===== config.mk =====
export PLATFORM = sky130hd
export DESIGN_NAME = sonar_average_report_trigger_unit
export DESIGN_NICKNAME = d
export VERILOG_FILES = /design/src/sart_pkg.sv /design/src/sart_lane.sv /design/src/sart_merge.sv /design/src/sart_outbuf.sv /design/src/sonar_average_report_trigger_unit.sv
export SDC_FILE = /design/constraint.sdc
export NUM_CORES = 2
export LEC_CHECK = 0
export ABC_AREA = 1
export BUFFER_PORTS_ARGS = -buffer_cell sky130_fd_sc_hd__buf_4
export CORE_ASPECT_RATIO = 1.75
export CORE_MARGIN = 1.5
export CORE_UTILIZATION = 27
export CTS_CLUSTER_DIAMETER = 30
export DETAILED_ROUTE_END_ITERATION = 6
export GPL_ROUTABILITY_DRIVEN = 0
export PLACE_DENSITY = 0.49
export SLEW_MARGIN = 0
export SYNTH_ARGS = -nofsm -noshare
export SYNTH_HDL_FRONTEND = slang
export SYNTH_SLANG_ARGS = --single-unit

===== constraint.sdc =====
create_clock -name clk -period 7.87 [get_ports clk]
set_clock_uncertainty 0.05 [all_clocks]
set_input_delay 0.3935 -clock clk [delete_from_list [all_inputs] [get_ports clk]]
set_output_delay 0.3935 -clock clk [all_outputs]
set_load 0.01 [all_outputs]

===== src/sart_pkg.sv =====
`timescale 1ns / 1ps
// Shared constants, types and helper functions for the sonar average and
// report trigger block. No dependencies.
package sart_pkg;

  // Geometry
  localparam int CHANNELS      = 6;
  localparam int WINDOW_LENGTH = 8;
  localparam int RAW_W         = 16;
  localparam int SAMPLE_W      = 8;
  localparam int SAMPLE_MAX    = 255;
  localparam int PREFILL       = 100;
  localparam int TIME_W        = 32;
  localparam int LIMIT_W       = 8;
  localparam int INTERVAL_W    = 16;
  localparam int CFG_DATA_W    = 16;
  localparam int CFG_INDEX_W   = 3;

  localparam int SUM_W = $clog2(SAMPLE_MAX * WINDOW_LENGTH + 1);
  localparam int POS_W = (WINDOW_LENGTH > 1) ? $clog2(WINDOW_LENGTH) : 1;

  // Fixed change thresholds, scaled to window sums
  localparam logic [SUM_W-1:0] PREFILL_SUM  = SUM_W'(PREFILL * WINDOW_LENGTH);
  localparam logic [SUM_W-1:0] HIGH_DELTA   = SUM_W'(2 * WINDOW_LENGTH);
  localparam logic [SUM_W-1:0] MEDIUM_DELTA = SUM_W'(4 * WINDOW_LENGTH);
  localparam logic [SAMPLE_W-1:0] PREFILL_SAMPLE = SAMPLE_W'(PREFILL);
  localparam logic [SAMPLE_W-1:0] SAMPLE_SAT     = SAMPLE_W'(SAMPLE_MAX);

  // Register indexes
  localparam logic [CFG_INDEX_W-1:0] REG_HIGH_NEAR       = 3'd0;
  localparam logic [CFG_INDEX_W-1:0] REG_MEDIUM_NEAR     = 3'd1;
  localparam logic [CFG_INDEX_W-1:0] REG_HIGH_JUMP       = 3'd2;
  localparam logic [CFG_INDEX_W-1:0] REG_MEDIUM_JUMP     = 3'd3;
  localparam logic [CFG_INDEX_W-1:0] REG_HIGH_INTERVAL   = 3'd4;
  localparam logic [CFG_INDEX_W-1:0] REG_MEDIUM_INTERVAL = 3'd5;
  localparam logic [CFG_INDEX_W-1:0] REG_MAX_INTERVAL    = 3'd6;

  // Register reset values (limits held pre-scaled by the window length)
  localparam logic [SUM_W-1:0] RST_HIGH_NEAR   = SUM_W'(30 * WINDOW_LENGTH);
  localparam logic [SUM_W-1:0] RST_MEDIUM_NEAR = SUM_W'(50 * WINDOW_LENGTH);
  localparam logic [SUM_W-1:0] RST_HIGH_JUMP   = SUM_W'(20 * WINDOW_LENGTH);
  localparam logic [SUM_W-1:0] RST_MEDIUM_JUMP = SUM_W'(10 * WINDOW_LENGTH);
  localparam logic [INTERVAL_W-1:0] RST_HIGH_INTERVAL   = 16'd10;
  localparam logic [INTERVAL_W-1:0] RST_MEDIUM_INTERVAL = 16'd40;
  localparam logic [INTERVAL_W-1:0] RST_MAX_INTERVAL    = 16'd200;

  // Urgency codes
  localparam logic [1:0] URG_NONE   = 2'd0;
  localparam logic [1:0] URG_MEDIUM = 2'd1;
  localparam logic [1:0] URG_HIGH   = 2'd2;

  // Reciprocal for sum / WINDOW_LENGTH, exact for any SUM_W-bit sum
  localparam int DIV_SHIFT = SUM_W + $clog2(WINDOW_LENGTH);
  localparam int DIV_RECIP = ((1 << DIV_SHIFT) + WINDOW_LENGTH - 1) / WINDOW_LENGTH;
  localparam int RECIP_W   = SUM_W + 2;
  localparam int PROD_W    = SUM_W + RECIP_W;

  typedef struct packed {
    logic [SUM_W-1:0] high_near;
    logic [SUM_W-1:0] medium_near;
    logic [SUM_W-1:0] high_jump;
    logic [SUM_W-1:0] medium_jump;
  } sart_limits_t;

  typedef struct packed {
    logic [INTERVAL_W-1:0] high;
    logic [INTERVAL_W-1:0] mid;
    logic [INTERVAL_W-1:0] max;
  } sart_intervals_t;

  typedef struct packed {
    logic high;
    logic mid;
  } sart_flags_t;

  typedef struct packed {
    logic                               report_valid;
    logic [1:0]                         urgency;
    logic [CHANNELS-1:0][SAMPLE_W-1:0]  avg;
  } sart_result_t;

  // Limit register scaled to window-sum units
  function automatic logic [SUM_W-1:0] scale_limit(input logic [LIMIT_W-1:0] v);
    return SUM_W'(32'(v) * WINDOW_LENGTH);
  endfunction

  // Window average by reciprocal multiplication
  function automatic logic [SAMPLE_W-1:0] avg_of(input logic [SUM_W-1:0] sum);
    logic [PROD_W-1:0] prod;
    prod = PROD_W'(sum) * PROD_W'(DIV_RECIP);
    return SAMPLE_W'(prod >> DIV_SHIFT);
  endfunction

endpackage


===== src/sart_lane.sv =====
`timescale 1ns / 1ps
// One sensor channel: saturation, sample window store, running sum and
// urgency grading against the last reported sum. Depends on sart_pkg.
module sart_lane import sart_pkg::*; (
  input  logic                  clk,
  input  logic                  rst,
  input  logic                  accept,
  input  logic [RAW_W-1:0]      distance,
  input  logic [POS_W-1:0]      pos,
  input  logic [POS_W-1:0]      pos_next,
  input  logic                  filled,
  input  sart_limits_t          limits,
  input  logic                  fire,
  output logic [SUM_W-1:0]      sum_new,
  output sart_flags_t           flags
);

  logic [SAMPLE_W-1:0] samples [WINDOW_LENGTH];
  logic [SAMPLE_W-1:0] old_q;
  logic [SAMPLE_W-1:0] sample;
  logic [SAMPLE_W-1:0] old_sample;
  logic [POS_W-1:0]    rd_addr;
  logic [SUM_W-1:0]    sum;
  logic [SUM_W-1:0]    reported;
  logic [SUM_W-1:0]    diff;

  // Saturate the raw reading
  assign sample = (distance > RAW_W'(SAMPLE_MAX)) ? SAMPLE_SAT : distance[SAMPLE_W-1:0];

  // Window store; the oldest sample for the next word is read ahead into a register
  assign rd_addr = accept ? pos_next : pos;

  always_ff @(posedge clk) begin
    if (accept) begin
      samples[pos] <= sample;
    end
    if (accept && (pos_next == pos)) begin
      old_q <= sample;
    end else begin
      old_q <= samples[rd_addr];
    end
  end

  // Entries not yet written since reset read as the prefill value
  assign old_sample = filled ? old_q : PREFILL_SAMPLE;

  // Running sum
  assign sum_new = SUM_W'({1'b0, sum} + (SUM_W + 1)'(sample) - (SUM_W + 1)'(old_sample));

  // Distance from last reported sum and grading
  assign diff = (reported > sum_new) ? (reported - sum_new) : (sum_new - reported);

  always_comb begin
    flags.high = ((sum_new < limits.high_near) && (diff > HIGH_DELTA)) ||
                 (diff > limits.high_jump);
    flags.mid  = !flags.high &&
                 (((sum_new < limits.medium_near) && (diff > MEDIUM_DELTA)) ||
                  (diff > limits.medium_jump));
  end

  always_ff @(posedge clk) begin
    if (rst) begin
      sum      <= PREFILL_SUM;
      reported <= '0;
    end else if (accept) begin
      sum <= sum_new;
      if (fire) begin
        reported <= sum_new;
      end
    end
  end

endmodule


===== src/sart_merge.sv =====
`timescale 1ns / 1ps
// Merges the lane flags into one urgency, decides whether to report and
// forms the result word. Depends on sart_pkg.
module sart_merge import sart_pkg::*; (
  input  logic                              clk,
  input  logic                              rst,
  input  logic                              accept,
  input  logic [CHANNELS-1:0][SUM_W-1:0]    sums,
  input  sart_flags_t [CHANNELS-1:0]        lane_flags,
  input  logic [TIME_W-1:0]                 now_ms,
  input  sart_intervals_t                   intervals,
  output logic                              fire,
  output sart_result_t                      result
);

  logic [TIME_W-1:0] last_report_ms;
  logic [TIME_W-1:0] elapsed;
  logic [CHANNELS-1:0] high_vec;
  logic [CHANNELS-1:0] medium_vec;
  logic              any_high;
  logic              any_medium;

  always_comb begin
    for (int c = 0; c < CHANNELS; c++) begin
      high_vec[c]   = lane_flags[c].high;
      medium_vec[c] = lane_flags[c].mid;
    end
  end

  assign any_high   = |high_vec;
  assign any_medium = |medium_vec;

  // Report decision, elapsed time wraps
  assign elapsed = now_ms - last_report_ms;
  assign fire = (any_high   && (elapsed > TIME_W'(intervals.high))) ||
                (any_medium && (elapsed > TIME_W'(intervals.mid)))  ||
                (elapsed > TIME_W'(intervals.max));

  // Result word
  always_comb begin
    result.report_valid = fire;
    if (any_high) begin
      result.urgency = URG_HIGH;
    end else if (any_medium) begin
      result.urgency = URG_MEDIUM;
    end else begin
      result.urgency = URG_NONE;
    end
    for (int c = 0; c < CHANNELS; c++) begin
      result.avg[c] = fire ? avg_of(sums[c]) : '0;
    end
  end

  always_ff @(posedge clk) begin
    if (rst) begin
      last_report_ms <= '0;
    end else if (accept && fire) begin
      last_report_ms <= now_ms;
    end
  end

endmodule


===== src/sart_outbuf.sv =====
`timescale 1ns / 1ps
// Two-entry output buffer: output register plus skid word, so the input
// side keeps accepting while one result waits. Depends on sart_pkg.
module sart_outbuf import sart_pkg::*; (
  input  logic          clk,
  input  logic          rst,
  input  logic          push,
  output logic          push_ready,
  input  sart_result_t  push_data,
  output logic          out_valid,
  input  logic          out_ready,
  output sart_result_t  out_data
);

  logic         skid_valid;
  sart_result_t skid_data;

  // No words taken while in reset
  assign push_ready = !skid_valid && !rst;

  // Control
  always_ff @(posedge clk) begin
    if (rst) begin
      out_valid  <= 1'b0;
      skid_valid <= 1'b0;
    end else if (!out_valid || out_ready) begin
      if (skid_valid) begin
        out_valid  <= 1'b1;
        skid_valid <= 1'b0;
      end else begin
        out_valid <= push;
      end
    end else if (push) begin
      skid_valid <= 1'b1;
    end
  end

  // Data
  always_ff @(posedge clk) begin
    if (!out_valid || out_ready) begin
      out_data <= skid_valid ? skid_data : push_data;
    end else if (push) begin
      skid_data <= push_data;
    end
  end

endmodule


===== src/sonar_average_report_trigger_unit.sv =====
`timescale 1ns / 1ps
// Top level of the sonar average and report trigger block.
// Depends on sart_pkg, sart_lane, sart_merge and sart_outbuf.
//
// Takes one word per clock: six distance readings and a millisecond time.
// Six lanes update their moving-sum windows side by side and grade urgency,
// then a merge stage decides on a report; the result word of each accepted
// input is registered at the output. A two-entry output buffer lets in_ready
// stay high while one result waits, so one word per cycle is sustained as
// long as the output side drains at that rate. Window entries start at 100
// without a clearing pass: until the window has wrapped once the prefill
// value stands in for the stored sample. Configuration writes take effect
// on the next word and should only be made while the block is idle.
module sonar_average_report_trigger_unit import sart_pkg::*; (
  input  logic                   clk,
  input  logic                   rst,
  // input word
  input  logic                   in_valid,
  output logic                   in_ready,
  input  logic [RAW_W-1:0]       distance_front_left,
  input  logic [RAW_W-1:0]       distance_front_right,
  input  logic [RAW_W-1:0]       distance_back_left,
  input  logic [RAW_W-1:0]       distance_back_right,
  input  logic [RAW_W-1:0]       distance_left,
  input  logic [RAW_W-1:0]       distance_right,
  input  logic [TIME_W-1:0]      now_ms,
  // result word
  output logic                   out_valid,
  input  logic                   out_ready,
  output logic                   report_valid,
  output logic [1:0]             urgency,
  output logic [SAMPLE_W-1:0]    avg_front_left,
  output logic [SAMPLE_W-1:0]    avg_front_right,
  output logic [SAMPLE_W-1:0]    avg_back_left,
  output logic [SAMPLE_W-1:0]    avg_back_right,
  output logic [SAMPLE_W-1:0]    avg_left,
  output logic [SAMPLE_W-1:0]    avg_right,
  // configuration
  input  logic                   cfg_wr_en,
  input  logic [CFG_INDEX_W-1:0] cfg_index,
  input  logic [CFG_DATA_W-1:0]  cfg_data
);

  logic                            accept;
  logic [CHANNELS-1:0][RAW_W-1:0]  distance;
  logic [CHANNELS-1:0][SUM_W-1:0]  sums;
  sart_flags_t [CHANNELS-1:0]      lane_flags;
  sart_limits_t                    limits;
  sart_intervals_t                 intervals;
  logic [POS_W-1:0]                pos;
  logic [POS_W-1:0]                pos_next;
  logic                            filled;
  logic                            fire;
  sart_result_t                    result;
  sart_result_t                    out_data;

  assign accept = in_valid && in_ready;

  assign distance = {distance_right, distance_left, distance_back_right,
                     distance_back_left, distance_front_right, distance_front_left};

  // Configuration registers
  always_ff @(posedge clk) begin
    if (rst) begin
      limits.high_near   <= RST_HIGH_NEAR;
      limits.medium_near <= RST_MEDIUM_NEAR;
      limits.high_jump   <= RST_HIGH_JUMP;
      limits.medium_jump <= RST_MEDIUM_JUMP;
      intervals.high     <= RST_HIGH_INTERVAL;
      intervals.mid      <= RST_MEDIUM_INTERVAL;
      intervals.max      <= RST_MAX_INTERVAL;
    end else if (cfg_wr_en) begin
      case (cfg_index)
        REG_HIGH_NEAR:       limits.high_near   <= scale_limit(cfg_data[LIMIT_W-1:0]);
        REG_MEDIUM_NEAR:     limits.medium_near <= scale_limit(cfg_data[LIMIT_W-1:0]);
        REG_HIGH_JUMP:       limits.high_jump   <= scale_limit(cfg_data[LIMIT_W-1:0]);
        REG_MEDIUM_JUMP:     limits.medium_jump <= scale_limit(cfg_data[LIMIT_W-1:0]);
        REG_HIGH_INTERVAL:   intervals.high     <= cfg_data[INTERVAL_W-1:0];
        REG_MEDIUM_INTERVAL: intervals.mid      <= cfg_data[INTERVAL_W-1:0];
        REG_MAX_INTERVAL:    intervals.max      <= cfg_data[INTERVAL_W-1:0];
        default: ;
      endcase
    end
  end

  // Window position and first-wrap flag, shared by all lanes
  assign pos_next = (pos == POS_W'(WINDOW_LENGTH - 1)) ? '0 : pos + 1'b1;

  always_ff @(posedge clk) begin
    if (rst) begin
      pos    <= '0;
      filled <= 1'b0;
    end else if (accept) begin
      pos <= pos_next;
      if (pos == POS_W'(WINDOW_LENGTH - 1)) begin
        filled <= 1'b1;
      end
    end
  end

  // Lanes
  for (genvar g = 0; g < CHANNELS; g++) begin : g_lane
    sart_lane u_lane (
      .clk      (clk),
      .rst      (rst),
      .accept   (accept),
      .distance (distance[g]),
      .pos      (pos),
      .pos_next (pos_next),
      .filled   (filled),
      .limits   (limits),
      .fire     (fire),
      .sum_new  (sums[g]),
      .flags    (lane_flags[g])
    );
  end

  // Merge
  sart_merge u_merge (
    .clk        (clk),
    .rst        (rst),
    .accept     (accept),
    .sums       (sums),
    .lane_flags (lane_flags),
    .now_ms     (now_ms),
    .intervals  (intervals),
    .fire       (fire),
    .result     (result)
  );

  // Output buffer
  sart_outbuf u_outbuf (
    .clk        (clk),
    .rst        (rst),
    .push       (accept),
    .push_ready (in_ready),
    .push_data  (result),
    .out_valid  (out_valid),
    .out_ready  (out_ready),
    .out_data   (out_data)
  );

  assign report_valid    = out_data.report_valid;
  assign urgency         = out_data.urgency;
  assign avg_front_left  = out_data.avg[0];
  assign avg_front_right = out_data.avg[1];
  assign avg_back_left   = out_data.avg[2];
  assign avg_back_right  = out_data.avg[3];
  assign avg_left        = out_data.avg[4];
  assign avg_right       = out_data.avg[5];

endmodule


# Word-level counts from Yosys, hierarchy flattened
# Memory sizes are Yosys's and may differ from the RTL's. A register that Yosys moved wholly into a read port is not among the register bits.
# Cells that the tools add are included.
op_classes:
  n_reduce_logical: 61
  n_eq_ne: 7
  n_mux: 32
  add_sub_neg: 26
  n_bitwise: 1
  magnitude_cmp: 51
op_table:
  columns: ["operator", "n"]
  rows:
  - ["11-bit > comparator", 18]
  - ["8-bit 2-to-1 mux", 18]
  - ["11-bit < comparator", 12]
  - ["11-bit subtractor", 12]
  - ["16-bit by 8-bit > comparator with 1-bit output (second input constant)", 6]
  - ["32-bit by 16-bit > comparator with 1-bit output", 3]
  - ["11-bit by 8-bit adder with 11-bit output", 6]
  - ["11-bit by 5-bit > comparator with 1-bit output (second input constant)", 6]
  - ["11-bit by 6-bit > comparator with 1-bit output (second input constant)", 6]
  - ["11-bit 2-to-1 mux", 6]
  - ["11-bit by 8-bit subtractor with 11-bit output", 6]
  - ["51-bit 2-to-1 mux", 1]
  - ["32-bit subtractor", 1]
  - ["1-bit logical AND", 23]
  - ["2-bit AND reduction", 10]
  - ["1-bit logical OR", 15]
  - ["3-bit == test (second input constant)", 4]
  - ["6-bit OR reduction", 2]
  - ["1-bit logical NOT", 9]
  - ["3-bit by 2-bit == test with 1-bit output (second input constant)", 2]
  - ["3-bit 2-to-1 mux", 2]
  - ["1-bit 2-to-1 mux", 4]
  - ["3-bit by 1-bit adder with 3-bit output (second input constant)", 1]
  - ["3-bit by 1-bit == test with 1-bit output (second input constant)", 1]
  - ["4 further kinds", 4]
word_totals:
  ramBits: 384
  output_inout_bits: 53
  n_memories: 6
  reg_bits: 352
  in_bits: 152
mem_list:
  columns: ["memory", "depth", "width", "read_ports", "rd_ports_with_merged_regs", "write_ports", "line", "source"]
  rows:
  - ["g_lane[0].u_lane.samples", 8, 8, 1, 1, 1, "sart_lane.sv:18", "logic [SAMPLE_W-1:0] samples [WINDOW_LENGTH];"]
  - ["g_lane[1].u_lane.samples", 8, 8, 1, 1, 1, "sart_lane.sv:18", null]
  - ["g_lane[2].u_lane.samples", 8, 8, 1, 1, 1, "sart_lane.sv:18", null]
  - ["g_lane[3].u_lane.samples", 8, 8, 1, 1, 1, "sart_lane.sv:18", null]
  - ["g_lane[4].u_lane.samples", 8, 8, 1, 1, 1, "sart_lane.sv:18", null]
  - ["g_lane[5].u_lane.samples", 8, 8, 1, 1, 1, "sart_lane.sv:18", null]

# Depth between registers and ports, before layout
logic_depth:
  ltp_word: 17
  depth_mapped: 50
  ltp_nobuf: 46

# By module
# Synthesis repeated with hierarchy kept, for this count alone.
unflattened:
  cells_unflattened: 6642
  area_unflattened_um2: 51996.1
modules_own_cells:
  columns: ["mod", "cells_each", "n_inst", "area_per_inst_um2"]
  rows:
  - ["sart_lane at g_lane[4].u_lane ...", 798, 2, 6523.8]
  - ["sart_lane at g_lane[3].u_lane", 805, 1, 6542.5]
  - ["sart_lane at g_lane[0].u_lane", 799, 1, 6452.4]
  - ["sart_lane at g_lane[1].u_lane", 799, 1, 6432.4]
  - ["sart_lane at g_lane[2].u_lane", 796, 1, 6423.7]
  - ["sart_merge", 1093, 1, 5845.6]
  - ["sart_outbuf", 279, 1, 3872.5]
  - ["sonar_average_report_trigger_unit", 475, 1, 3379.5]

# Least setup slack after synthesis
# No wires, ideal clock.
synth_timing:
  kind: "input to register"
  from: "input distance_left[10]"
  to: "register, netlist name u_outbuf.out_data[50]"
  path_buffers: 4
  t_arrival_ps: 6565
  stages: 46
  slack_ps: 1004
  setup_time_ps: 251
  cell_sequence: "nor4_1 > nand2_1 > or2_2 > fa_1 > ha_1 > nand3_1 > and2_1 > inv_1 > a21oi_1 > o21ai_0 > nand2_1 > nand2_1 > a21oi_1 > xor2_1 > inv_1 > ha_1 > clkbuf_1 > nand2_1 > (+10 left out) > nand2_1 > nor2_1 > a211oi_1 > o221ai_1 > nand2_1 > inv_1 > nor2_1 > nor2_1 > nor2_1 > nand3_2 > nand2_1 > nand2_4 > inv_2 > buf_6 > buf_12 > nand2_1 > o21ai_2 > inv_2"
synth_via:
  elab_chain_len: 16
  word_cells_on_any_way: 27
synth_rtl:
  columns: ["element", "line", "source"]
  rows:
  - ["from (decl)", "sonar_average_report_trigger_unit.sv:24", "input logic [RAW_W-1:0] distance_left,"]
  - ["16-bit by 8-bit > comparator with 1-bit output (*)", "sart_lane.sv:28", "assign sample = (distance > RAW_W'(SAMPLE_MAX)) ? SAMPLE_SAT : distance[SAMPLE_W-1:0];"]
  - ["8-bit 2-to-1 mux (*)", "sart_lane.sv:28", null]
  - ["net g_lane[4].u_lane.sample[2]", "sart_lane.sv:20", "logic [SAMPLE_W-1:0] sample;"]
  - ["11-bit by 8-bit adder with 11-bit output (*)", "sart_lane.sv:48", "assign sum_new = SUM_W'({1'b0, sum} + (SUM_W + 1)'(sample) - (SUM_W + 1)'(old_sample));"]
  - ["11-bit by 8-bit subtractor with 11-bit output (*)", "sart_lane.sv:48", null]
  - ["net g_lane[4].u_lane.sum_new[8]", "sart_lane.sv:14", "output logic [SUM_W-1:0] sum_new,"]
  - ["11-bit subtractor / 11-bit > comparator (equally long branches)", "sart_lane.sv:51", "assign diff = (reported > sum_new) ? (reported - sum_new) : (sum_new - reported);"]
  - ["11-bit 2-to-1 mux", "sart_lane.sv:51", null]
  - ["(+2 left out)", null, null]
  - ["1-bit logical OR", "sart_lane.sv:54", "flags.high = ((sum_new < limits.high_near) && (diff > HIGH_DELTA)) ||"]
  - ["1-bit logical NOT", "sart_lane.sv:56", "flags.mid = !flags.high &&"]
  - ["1-bit logical AND", "sart_lane.sv:56", null]
  - ["6-bit OR reduction", "sart_merge.sv:31", "assign any_medium = |medium_vec;"]
  - ["1-bit logical AND", "sart_merge.sv:36", "(any_medium && (elapsed > TIME_W'(intervals.mid))) ||"]
  - ["1-bit logical OR (*)", "sart_merge.sv:35", "assign fire = (any_high && (elapsed > TIME_W'(intervals.high))) ||"]
  - ["1-bit logical OR (*)", "sart_merge.sv:36", null]
  - ["51-bit 2-to-1 mux (*)", "sart_outbuf.sv:41", "out_data <= skid_valid ? skid_data : push_data;"]
# Mark *: on every way through the listed nets, which the timed path passes. The rest lies on a longest branch.
# A chain may end at the register's enable or synchronous reset.

==> results by group <==
Layout
  • Area Overhead vs Synth: 21.22%
  • # fillers: 18,220
  • Final nets: 6,506
  • Layout cell share with drive strength beyond 1: 0.1271

Worst setup path
  • Buf+Inv Stages, Crit Path: 9
  • Worst path max stage delay: 0.54 ns
  • CP startpoint kind: flop
  • Critical path class: reg2reg
  • Slowest cell on the critical path: nor4_1
  • Crit. End Element: flop
  • CP max FO: 33
  • WP data arrival: 7.78 ns
  • Critical Path Most Common Cell: nand2_1
  • Worst EP required: 8.29 ns
  • Family with the most delay on the worst path: simple AND/OR/NAND/NOR gates

Clock tree
  • CTS tree: yes
  • CTS buffer count: 138
  • # H-tree levels: 4
  • Sink Count: 784
  • Worst-path clk slew: 0.05 ns
  • Max clock buf depth: 4
  • Root Buffer: clkbuf_16
  • Worst skew pair latency: 0.78 ns

Floorplanning
  • IO Count: 205
  • Row cnt: 203
  • Die width: 319.2 um
  • Core footprint: 174,200 sq um
  • Initial Utilization: 0.2712
  • Die ar.: 177,600 sq um
  • Die height: 556.4 um

Drt
  • Routed wire length: 151.9 mm
  • Remaining DRCs: 0
  • Iteration-0 DRC Markers: 2,141
  • TritonRoute pass-1 iters: 7
  • Vias per Instance: 4.706
  • DR WL/cell: 18.51 um
  • Detail Route Antenna Nets: 0
  • Vias: 38,620

Timing
  • RSZ-0062 raised after global routing: false
  • Final Cycle Share: 0.9357
  • Crit path time final: 7.364 ns
  • Fin. Hold Viols: 0
  • TNS Setup: 0 ns
  • Worst Max-Slew Pin Slew: 0.9996 ns
  • Final setup margin: 0.5062 ns
  • Slew HR: 0.3336
  • Fmax: 135.8 MHz
  • Final setup viols: 0
  • Max Transition Viols Final: 0

Pwr
  • P_leak: 25.73 nW
  • Power Total: 28.02 mW
  • Pwr dens: 489.2 nW/um^2
  • Max VDD drop: 0.2753 mV

Placement
  • Place WS: 0.04361 ns
  • PortBufs: 204
  • DP Wirelength: 110.7 mm

Global route
  • Grt ovf: 0
  • Antenna violations before repair: 1
  • First-pass GRT wire length: 229.7 mm
  • Largest net degree at the start of global routing: 130
  • Vias in the first global route: 39,280
  • Gr usage total: 0.1682

Logic synthesis
  • Post-synth cell types: 55
  • Post-Syn Nets: 6,159
  • Synth Cell Area: 47,250 sq um
  • Cells after Synth: 5,501
  • Yosys warning count: 0
  • Syn_area_per_cell: 8.590 sq um
  • Seq cells post-synth: 784
  • Register area share after synthesis: 0.4351

Outcome
  • Run status: complete, no violations

Run
  • Maximum Capacitance Violations: 0

Worst hold path
  • HP Class: in2reg
## report_power, final
part           leakage, nW  internal (mW)  switching (mW)
registers             7.65           4.91           0.217
clock network         2.29           3.89            2.19
logic                 15.8           6.21            10.6
## metal layers
| layer | up-vias | wire, um | share of wire | GRT usage |
|---|---|---|---|---|
| met1 | 18330 | 59620 | 0.39 | 0.1833 |
| met4 | 0 | 8546 | 0.056 | 0.09102 |
| li1 | 19150 | - | - | - |
| met3 | 331 | 4988 | 0.033 | 0.01738 |
| met5 | - | 0 | 0 | 0 |
| met2 | 798 | 78760 | 0.52 | 0.3163 |
## placed cells by master (no fill, tap or decap), drive strengths merged, types with 222 or more instances in the layout
| cell type | n |
|---|---|
| edfxtp | 486 |
| buf | 343 |
| inv | 736 |
| a21oi | 320 |
| nor2 | 605 |
| nand3 | 222 |
| nand2 | 1114 |
| o21ai | 321 |
| ha | 445 |
| dfxtp | 298 |
## flip-flops by register name (all words and copies together), names as in the netlist, 48 cells and up
name and count:
u_outbuf.out_data 51, u_outbuf.skid_data 51, g_lane.u_lane.sum 66, intervals 48, g_lane.u_lane.reported 66, g_lane.u_lane.old_q 48, g_lane.u_lane.samples 384
## cells in the mapped netlist (all sizes together)
master / n / area share
nand2: 1114 / 0.091
inv: 712 / 0.057
nor2: 605 / 0.049
edfxtp: 486 / 0.31
ha: 445 / 0.12
o21ai: 321 / 0.034
a21oi: 320 / 0.034
dfxtp: 298 / 0.13
nand3: 222 / 0.024
clkbuf: 139 / 0.011
xor2: 123 / 0.023
o211ai: 85 / 0.014
or2: 84 / 0.011
a31oi: 63 / 0.0087
o21bai: 62 / 0.0099
fa: 61 / 0.026
buf: 49 / 0.0072
o32ai: 48 / 0.0089
nand4: 44 / 0.0058
nor3: 34 / 0.0036
xnor2: 32 / 0.0059
o22ai: 31 / 0.0041
nor4: 25 / 0.0033
a211oi: 18 / 0.0029
a21boi: 12 / 0.0024
a21o: 10 / 0.0016
a221oi: 10 / 0.0019
nand3b: 8 / 0.0013
o221ai: 8 / 0.0015
a31o: 7 / 0.0013
clkinv: 7 / 0.00056
o21a: 7 / 0.0011
a22oi: 3 / 0.00048
o31ai: 3 / 0.00048
nor3b: 2 / 0.00042
a22o: 1 / 0.00019
and2: 1 / 0.00013
o311ai: 1 / 0.00019
## worst paths after layout
check	depth (start not counted)	startpoint	slack [ns]	to
worst max-delay path	38	filled	0.51	u_outbuf.out_data[32]
worst min-delay path	2	distance_front_left[5]	0.05	g_lane[0].u_lane.samples[4][5]
worst max register to register	38	filled	0.51	u_outbuf.out_data[32]
worst min register to register	2	intervals[9]	0.41	intervals[9]
## cells by family (layout without fill, tap and decap cells)
logic type      Yosys count  count (layout)  synth area share
buf+inv                 907            1356           0.07539
compound gates         1010            1010            0.1275
other cells               0               1                 0
fa+ha+maj               506             506            0.1437
simple gates           2139            2139            0.1896
flops                   784             784            0.4351
xor+xnor                155             155           0.02873
## stage by stage
stage | hold slack [ns] | util | cell area (sq um) | instances
3_5_place_dp | 0.4044 | 0.2984 | 52000 | 7909
5_1_grt | 0.03670 | 0.3287 | 57280 | 8206
3_3_place_gp | 0.3981 | 0.2984 | 52000 | 7909
2_1_floorplan | 0.3847 | - | 47250 | 5501
4_1_cts | 0.005880 | 0.3285 | 57230 | 8203
6_report | 0.05090 | 0.3287 | 57280 | 8206
## what timing repair did
action | in CTS | in global routing
setup endpoints to repair | 0 | 163
resized for setup | 0 | 12
endpoints found under the hold margin | 130 | 0
buffers inserted | 0 | 2
hold buffers | 52 | 0
## worst reg2reg max path: cells and delay by family, from the launching register on
family | cells | cell delay (ns)
xor gates and xnor gates | 1 | 0.20
and+or+nand+nor | 18 | 2.67
AOI/OAI and AO/OA | 6 | 0.86
DFF | 1 | 0.38
adders and majority gates | 4 | 1.57
buffers and inverters | 9 | 1.37
## layout make-up
class	instances	area [sq um]	area share
Multi-Input combinational cell	3810	23270	0.4062
Sequential cell	784	20560	0.3590
Clock buffer	165	3802	0.06638
Timing Repair Buffer	395	3208	0.05601
Tap cell	2255	2821	0.04926
Inverter	719	2706	0.04725
Clock inverter	77	909.6	0.01588
Antenna cell	1	2.502	0.00004369
No activity file was read; power rests on OpenSTA's default activity.
